===== src/design/dbs_pkg.sv =====
`timescale 1ns / 1ps

package dbs_pkg;

    // One input transfer: a scored item and the end-of-list mark.
    typedef struct packed {
        logic [7:0]  score;
        logic [23:0] payload;
        logic        final_item;
    } in_t;

    // One result transfer.
    typedef struct packed {
        logic [7:0]  sorted_score;
        logic [23:0] sorted_payload;
        logic        end_of_list;
    } out_t;

    // One stored entry of the item memory.
    typedef struct packed {
        logic [7:0]  score;
        logic [23:0] payload;
    } item_t;

    // Controller states.
    typedef enum logic [2:0] {
        ST_LOAD,
        ST_PASS_START,
        ST_PASS_LOAD,
        ST_PASS_RUN,
        ST_PASS_END,
        ST_EMIT_RD,
        ST_EMIT_LD,
        ST_EMIT_HOLD
    } state_t;

    // Commands from the controller to the datapath.
    typedef struct packed {
        logic load_item;
        logic list_start;
        logic pass_start;
        logic pass_load;
        logic pass_run;
        logic pass_end;
        logic emit_load;
        logic list_done;
    } cmd_t;

    // Status from the datapath to the controller.
    typedef struct packed {
        logic count_zero;
        logic run_last;
        logic sort_done;
        logic last_out;
    } status_t;

endpackage


===== src/design/dbs_ctrl.sv =====
`timescale 1ns / 1ps

module dbs_ctrl
    import dbs_pkg::*;
(
    input  logic    aclk,
    input  logic    aresetn,
    input  logic    s_valid,
    input  logic    s_final,
    output logic    s_ready,
    output logic    m_valid,
    input  logic    m_ready,
    input  status_t status,
    output cmd_t    cmd
);

    state_t state_reg;
    state_t state_next;

    // State register.
    always_ff @(posedge aclk) begin
        if (!aresetn) begin
            state_reg <= ST_LOAD;
        end else begin
            state_reg <= state_next;
        end
    end

    // Next state and commands.
    always_comb begin
        state_next = state_reg;
        cmd        = '0;
        s_ready    = 1'b0;
        m_valid    = 1'b0;
        case (state_reg)
            ST_LOAD: begin
                s_ready = 1'b1;
                if (s_valid) begin
                    cmd.load_item = 1'b1;
                    if (s_final) begin
                        cmd.list_start = 1'b1;
                        // A list of one item needs no sorting.
                        state_next = status.count_zero ? ST_EMIT_RD : ST_PASS_START;
                    end
                end
            end
            ST_PASS_START: begin
                cmd.pass_start = 1'b1;
                state_next     = ST_PASS_LOAD;
            end
            ST_PASS_LOAD: begin
                cmd.pass_load = 1'b1;
                state_next    = ST_PASS_RUN;
            end
            ST_PASS_RUN: begin
                cmd.pass_run = 1'b1;
                if (status.run_last) begin
                    state_next = ST_PASS_END;
                end
            end
            ST_PASS_END: begin
                cmd.pass_end = 1'b1;
                state_next   = status.sort_done ? ST_EMIT_RD : ST_PASS_START;
            end
            ST_EMIT_RD: begin
                state_next = ST_EMIT_LD;
            end
            ST_EMIT_LD: begin
                cmd.emit_load = 1'b1;
                state_next    = ST_EMIT_HOLD;
            end
            ST_EMIT_HOLD: begin
                m_valid = 1'b1;
                if (m_ready) begin
                    if (status.last_out) begin
                        cmd.list_done = 1'b1;
                        state_next    = ST_LOAD;
                    end else begin
                        state_next = ST_EMIT_LD;
                    end
                end
            end
            default: begin
                state_next = ST_LOAD;
            end
        endcase
    end

endmodule


===== src/design/dbs_datapath.sv =====
`timescale 1ns / 1ps

module dbs_datapath
    import dbs_pkg::*;
#(
    parameter int MAX_ITEMS = 64
) (
    input  logic    aclk,
    input  logic    aresetn,
    input  in_t     s_data,
    output out_t    m_data,
    input  cmd_t    cmd,
    output status_t status
);

    localparam int IDX_W = $clog2(MAX_ITEMS);
    localparam int CNT_W = $clog2(MAX_ITEMS + 1);

    item_t mem [MAX_ITEMS];

    logic [CNT_W-1:0] count_reg;
    logic [CNT_W-1:0] rd_ptr_reg;
    logic [IDX_W-1:0] wr_ptr_reg;
    logic [IDX_W-1:0] last_idx_reg;
    logic             swapped_reg;
    item_t            rdata_reg;
    item_t            carry_reg;
    out_t             out_reg;

    logic             not_full;
    logic             swap;
    logic             mem_we;
    logic [IDX_W-1:0] mem_waddr;
    item_t            mem_wdata;
    item_t            in_item;

    assign not_full      = count_reg < CNT_W'(MAX_ITEMS);
    assign in_item.score   = s_data.score;
    assign in_item.payload = s_data.payload;

    // The later item moves ahead only on a strictly greater score.
    assign swap = rdata_reg.score > carry_reg.score;

    // Write port selection.
    always_comb begin
        mem_we    = 1'b0;
        mem_waddr = count_reg[IDX_W-1:0];
        mem_wdata = in_item;
        if (cmd.load_item) begin
            mem_we = not_full;
        end else if (cmd.pass_run) begin
            mem_we    = 1'b1;
            mem_waddr = wr_ptr_reg;
            mem_wdata = swap ? rdata_reg : carry_reg;
        end else if (cmd.pass_end) begin
            mem_we    = 1'b1;
            mem_waddr = last_idx_reg;
            mem_wdata = carry_reg;
        end
    end

    // Item memory with one write port and one registered read port.
    always_ff @(posedge aclk) begin
        if (mem_we) begin
            mem[mem_waddr] <= mem_wdata;
        end
        rdata_reg <= mem[rd_ptr_reg[IDX_W-1:0]];
    end

    // Item count.
    always_ff @(posedge aclk) begin
        if (!aresetn) begin
            count_reg <= '0;
        end else if (cmd.list_done) begin
            count_reg <= '0;
        end else if (cmd.load_item && not_full) begin
            count_reg <= count_reg + CNT_W'(1);
        end
    end

    // Pass pointers, bubbling item and swap flag.
    always_ff @(posedge aclk) begin
        if (cmd.list_start) begin
            rd_ptr_reg   <= '0;
            last_idx_reg <= not_full ? count_reg[IDX_W-1:0] : IDX_W'(MAX_ITEMS - 1);
        end
        if (cmd.pass_start) begin
            rd_ptr_reg  <= rd_ptr_reg + CNT_W'(1);
            wr_ptr_reg  <= '0;
            swapped_reg <= 1'b0;
        end
        if (cmd.pass_load) begin
            rd_ptr_reg <= rd_ptr_reg + CNT_W'(1);
            carry_reg  <= rdata_reg;
        end
        if (cmd.pass_run) begin
            rd_ptr_reg <= rd_ptr_reg + CNT_W'(1);
            wr_ptr_reg <= wr_ptr_reg + IDX_W'(1);
            if (swap) begin
                swapped_reg <= 1'b1;
            end else begin
                carry_reg <= rdata_reg;
            end
        end
        if (cmd.pass_end) begin
            rd_ptr_reg <= '0;
            if (!status.sort_done) begin
                last_idx_reg <= last_idx_reg - IDX_W'(1);
            end
        end
        if (cmd.emit_load) begin
            rd_ptr_reg <= rd_ptr_reg + CNT_W'(1);
        end
    end

    // Output register.
    always_ff @(posedge aclk) begin
        if (cmd.emit_load) begin
            out_reg.sorted_score   <= rdata_reg.score;
            out_reg.sorted_payload <= rdata_reg.payload;
            out_reg.end_of_list    <= (rd_ptr_reg + CNT_W'(1)) == count_reg;
        end
    end

    assign m_data = out_reg;

    // Status toward the controller.
    assign status.count_zero = count_reg == '0;
    assign status.run_last   = ({1'b0, wr_ptr_reg} + (IDX_W + 1)'(1)) == {1'b0, last_idx_reg};
    assign status.sort_done  = !swapped_reg || (last_idx_reg == IDX_W'(1));
    assign status.last_out   = out_reg.end_of_list;

endmodule


===== src/design/descending_bubble_sort.sv =====
`timescale 1ns / 1ps
// The block takes one input transfer per cycle while it is loading and s_ready is high. With n
// items in the list, each sort pass over the first m items runs on one compare-swap unit that
// streams the item memory through its single read and single write port; up to n - 1 passes
// run, fewer when a pass makes no swap. Results are then read out one at a time through the
// output register, each held until m_ready takes it. Reset (aresetn, synchronous, active
// low) empties the list and returns the block to loading.

module descending_bubble_sort
    import dbs_pkg::*;
#(
    parameter int MAX_ITEMS = 64
) (
    input  logic aclk,
    input  logic aresetn,
    input  logic s_valid,
    output logic s_ready,
    input  in_t  s_data,
    output logic m_valid,
    input  logic m_ready,
    output out_t m_data
);

    cmd_t    cmd;
    status_t status;

    // Sequencing of load, sort passes and result transfers.
    dbs_ctrl u_ctrl (
        .aclk    (aclk),
        .aresetn (aresetn),
        .s_valid (s_valid),
        .s_final (s_data.final_item),
        .s_ready (s_ready),
        .m_valid (m_valid),
        .m_ready (m_ready),
        .status  (status),
        .cmd     (cmd)
    );

    // Item memory, compare-swap unit and output register.
    dbs_datapath #(
        .MAX_ITEMS (MAX_ITEMS)
    ) u_datapath (
        .aclk    (aclk),
        .aresetn (aresetn),
        .s_data  (s_data),
        .m_data  (m_data),
        .cmd     (cmd),
        .status  (status)
    );

endmodule

===== config.mk =====
export PLATFORM = sky130hd
export DESIGN_NAME = descending_bubble_sort
export DESIGN_NICKNAME = d
export VERILOG_FILES = /design/src/design/dbs_pkg.sv /design/src/design/dbs_ctrl.sv /design/src/design/dbs_datapath.sv /design/src/design/descending_bubble_sort.sv
export SDC_FILE = /design/constraint.sdc
export NUM_CORES = 2
export LEC_CHECK = 0
export BUFFER_PORTS_ARGS = -buffer_cell sky130_fd_sc_hd__buf_2
export CAP_MARGIN = 20
export CORE_ASPECT_RATIO = 1.4
export CORE_MARGIN = 2
export CORE_UTILIZATION = 45
export CTS_BUF_LIST = sky130_fd_sc_hd__clkbuf_4 sky130_fd_sc_hd__clkbuf_8
export CTS_CLUSTER_SIZE = 40
export DETAILED_ROUTE_END_ITERATION = 8
export PLACE_DENSITY = 0.7
export SLEW_MARGIN = 20
export SYNTH_ARGS = -nofsm -noshare
export SYNTH_HDL_FRONTEND = slang
export SYNTH_HIERARCHICAL = 1
export SYNTH_SLANG_ARGS = --single-unit

===== constraint.sdc =====
create_clock -name aclk -period 12.6 [get_ports aclk]
set_clock_uncertainty 0.1 [all_clocks]
set_input_delay 0.63 -clock aclk [delete_from_list [all_inputs] [get_ports aclk]]
set_output_delay 0.63 -clock aclk [all_outputs]
set_load 0.01 [all_outputs]

==> results.sh <==
export IMPL_synth_edf_count=2094
export IMPL_grt_pass1_wl_um=295000
export IMPL_clk_path_buf_depth=4
export IMPL_cp_start_kind="flip-flop"
export IMPL_hold_path_class="input port to flip-flop"
export IMPL_clk_pin_slew_ns=0.07
export IMPL_synth_most_common_cell="edfxtp_1"
export IMPL_cap_violations=0
export IMPL_synthTopCellsByCount="edfxtp_1, mux4_2, a22oi_1"
export IMPL_worstReg2RegEnd="u_datapath/mem[46][5]"
export IMPL_synthesis_nets=3839
export IMPL_ctsResizeCount=0
export IMPL_ir_drop_mv=0.204
export IMPL_cts_tree="done"
export IMPL_hpwl_um=120000
export IMPL_num_vias=41074
export IMPL_grt_antenna_before_repair=12
export IMPL_die_y_um=512
export IMPL_slew_headroom=0.188
export IMPL_first_pass_iters=5
export IMPL_rsz0062_at_grt="false"
export IMPL_first_iter_violations=5395
export IMPL_nets=4152
export IMPL_synthCells=3788
export IMPL_worst_slew_pin_slew_ns=1.21
export IMPL_slew_viol_final=0
export IMPL_crit_fanout=32
export IMPL_drt_wirelength_per_cell_um=30.7
export IMPL_tns_ns=0
export IMPL_io_pins=72
export IMPL_p_leak_nw=29.2
export IMPL_area_growth_pct=12.8
export IMPL_root_buffer="clkbuf_8"
export IMPL_drtAntennaViolNets=0
export IMPL_row_count=186
export IMPL_arrival_ns=5.66
export IMPL_synth_area_leaders="edfxtp_1, mux4_2, dfxtp_1, a22oi_1, mux2i_1"
export IMPL_multi_input_area_um2=17900
export IMPL_ys_seq_area_frac=0.778
export IMPL_r2r_slack_ns=7.48
export IMPL_synth_largest_area_cell="edfxtp_1"
export IMPL_grt_pass1_vias=41148
export IMPL_largest_register="u_datapath/mem"
export IMPL_initial_utilization=0.452
export IMPL_worst_r2r_cell_count=8
export IMPL_worst_setup_path_type="flip-flop to flip-flop"
export IMPL_min_delay_start="s_data[15]"
export IMPL_ys_types=60
export IMPL_powerDensity_nw_per_um2=229
export IMPL_fmax_mhz=195
export IMPL_numCtsBuffers=329
export IMPL_hold_violations=0
export IMPL_postPlaceCellArea_um2=86800
export IMPL_dieArea_um2=188000
export IMPL_cts_max_level=5
export IMPL_core_um2=183000
export IMPL_grt_max_degree=139
export IMPL_endpoint_kind="flip-flop"
export IMPL_min_path_cells=3
export IMPL_die_w_um=367
export IMPL_grt_use_total=0.220
export IMPL_synth_ff_type="edfxtp_1"
export IMPL_stdcell_area_um2=93500
export IMPL_hold_ws_ns=0.206
export IMPL_cts_sinks=2175
export IMPL_holdPathEnd="u_datapath/mem[22][14]"
export IMPL_worst_endpoint_required_ns=13.15
export IMPL_seq_area_um2=64500
export IMPL_clkLatencyLatePin_ns=1.05
export IMPL_fin_crit_ns=5.12
export IMPL_synth_area_per_cell_um2=21.9
export IMPL_fill_cells=14259
export IMPL_largest_reg_flops=2048
export IMPL_yosys_register_bits=2175
export IMPL_drt_total_wl_um=208000
export IMPL_port_buffers=71
export IMPL_drc_errors=0
export IMPL_via_per_inst=6.05
export IMPL_synth_warning_count=6
export IMPL_gr_total_overflow=0
export IMPL_syn_cell_area_um2=82900
export IMPL_outcome="complete, no violations"
export IMPL_synth_top_area_frac=0.758
export IMPL_synthArstFlopShare=0
export IMPL_finalSetupViolCount=0
export IMPL_place_congestion=0.920
export IMPL_fin_crit_sh=0.406
export IMPL_post_route_cells_drive_above_1_share=0.304
export IMPL_worstReg2RegStart="u_ctrl/state_reg[0]"
==> placed cells by master (no fill, tap or decap), types with 46 or more instances in the layout <==
master	netlist	final
edfxtp_1	2094	2094
buf_4	24	104
nor2_4	0	65
dfxtp_1	81	81
clkinv_1	0	71
a22oi_1	160	160
mux4_2	488	488
a21oi_1	71	70
nand3_1	46	46
clkbuf_4	0	88
buf_2	77	71
mux2i_1	86	86
clkbuf_8	0	348
==> worst max-delay path, cell delays in order, from the launching register on <==
cell and delay [ns]:
dfxtp_1 0.58, nand2_1 0.13, nor2_1 0.76, and2b_1 0.33, nand2_1 0.10, o21ai_0 0.10
a22oi_1 0.47, nand3_1 0.92, nor2_4 1.19
==> cell type report <==
class / instances / share of cell area
timing repair buffer: 200 / 0.0172
sequential: 2175 / 0.690
clock buffer: 436 / 0.0583
multi-input combinational: 1377 / 0.191
inverter: 18 / 0.000723
antenna: 4 / 0.000107
clock inverter: 133 / 0.0100
tap: 2444 / 0.0327
==> worst max path at each step <==
stage / startpoint / end
6_report: u_ctrl/state_reg[0] / u_datapath/mem[46][5]
2_1_floorplan: u_ctrl/state_reg[2] / u_datapath/mem[17][0]
3_5_place_dp: u_ctrl/state_reg[0] / u_datapath/mem[38][18]
3_3_place_gp: u_ctrl/state_reg[0] / u_datapath/mem[38][18]
4_1_cts: u_ctrl/state_reg[0] / u_datapath/mem[38][14]
5_1_grt: u_ctrl/state_reg[0] / u_datapath/mem[46][18]
==> cell families (layout without fill, tap and decap cells) <==
kind of cell               Yosys count  count (layout)  synth area share
buffers and inverters              236             787            0.0145
adders and majority gates           14              14           0.00211
muxes                              606             606             0.147
DFF                               2175            2175             0.778
AOI/OAI and AO/OA                  424             424            0.0370
xor gates and xnor gates            28              28           0.00296
other                                0               4                 0
and+or+nand+nor                    305             305            0.0184
==> power breakdown <==
group | leakage, nW | internal (W) | switching, W | total (W)
logic | 6.24 | 0.00223 | 0.00411 | 0.00633
registers | 19.6 | 0.00908 | 0.000273 | 0.00936
clock network | 3.39 | 0.00308 | 0.00262 | 0.00570
==> per-stage QoR <==
stage          utilization  power, W  setup slack, ns  cells
2_1_floorplan            -    0.0133             8.33   3788
3_3_place_gp         0.473    0.0157             7.66   6197
3_5_place_dp         0.474    0.0158             7.57   6199
4_1_cts              0.509    0.0215             7.51   6774
5_1_grt              0.510    0.0221             7.26   6784
6_report             0.510    0.0214             7.48   6787
==> repair_timing <==
| item | in CTS | in global routing |
|---|---|---|
| hold buffers | 6 | 0 |
| endpoints found under the hold margin | 10 | 0 |
| buffers inserted | 0 | 0 |
==> layer usage <==
| layer | wire length (um) | part of all wire | track usage | vias up |
|---|---|---|---|---|
| met3 | 19400 | 0.093 | 0.0396 | 368 |
| li1 | - | - | - | 16714 |
| met4 | 8590 | 0.041 | 0.0925 | 0 |
| met5 | 0 | 0 | 0 | - |
| met1 | 74000 | 0.36 | 0.280 | 21719 |
| met2 | 106000 | 0.51 | 0.373 | 2273 |
(Power assumes the default switching activity.)
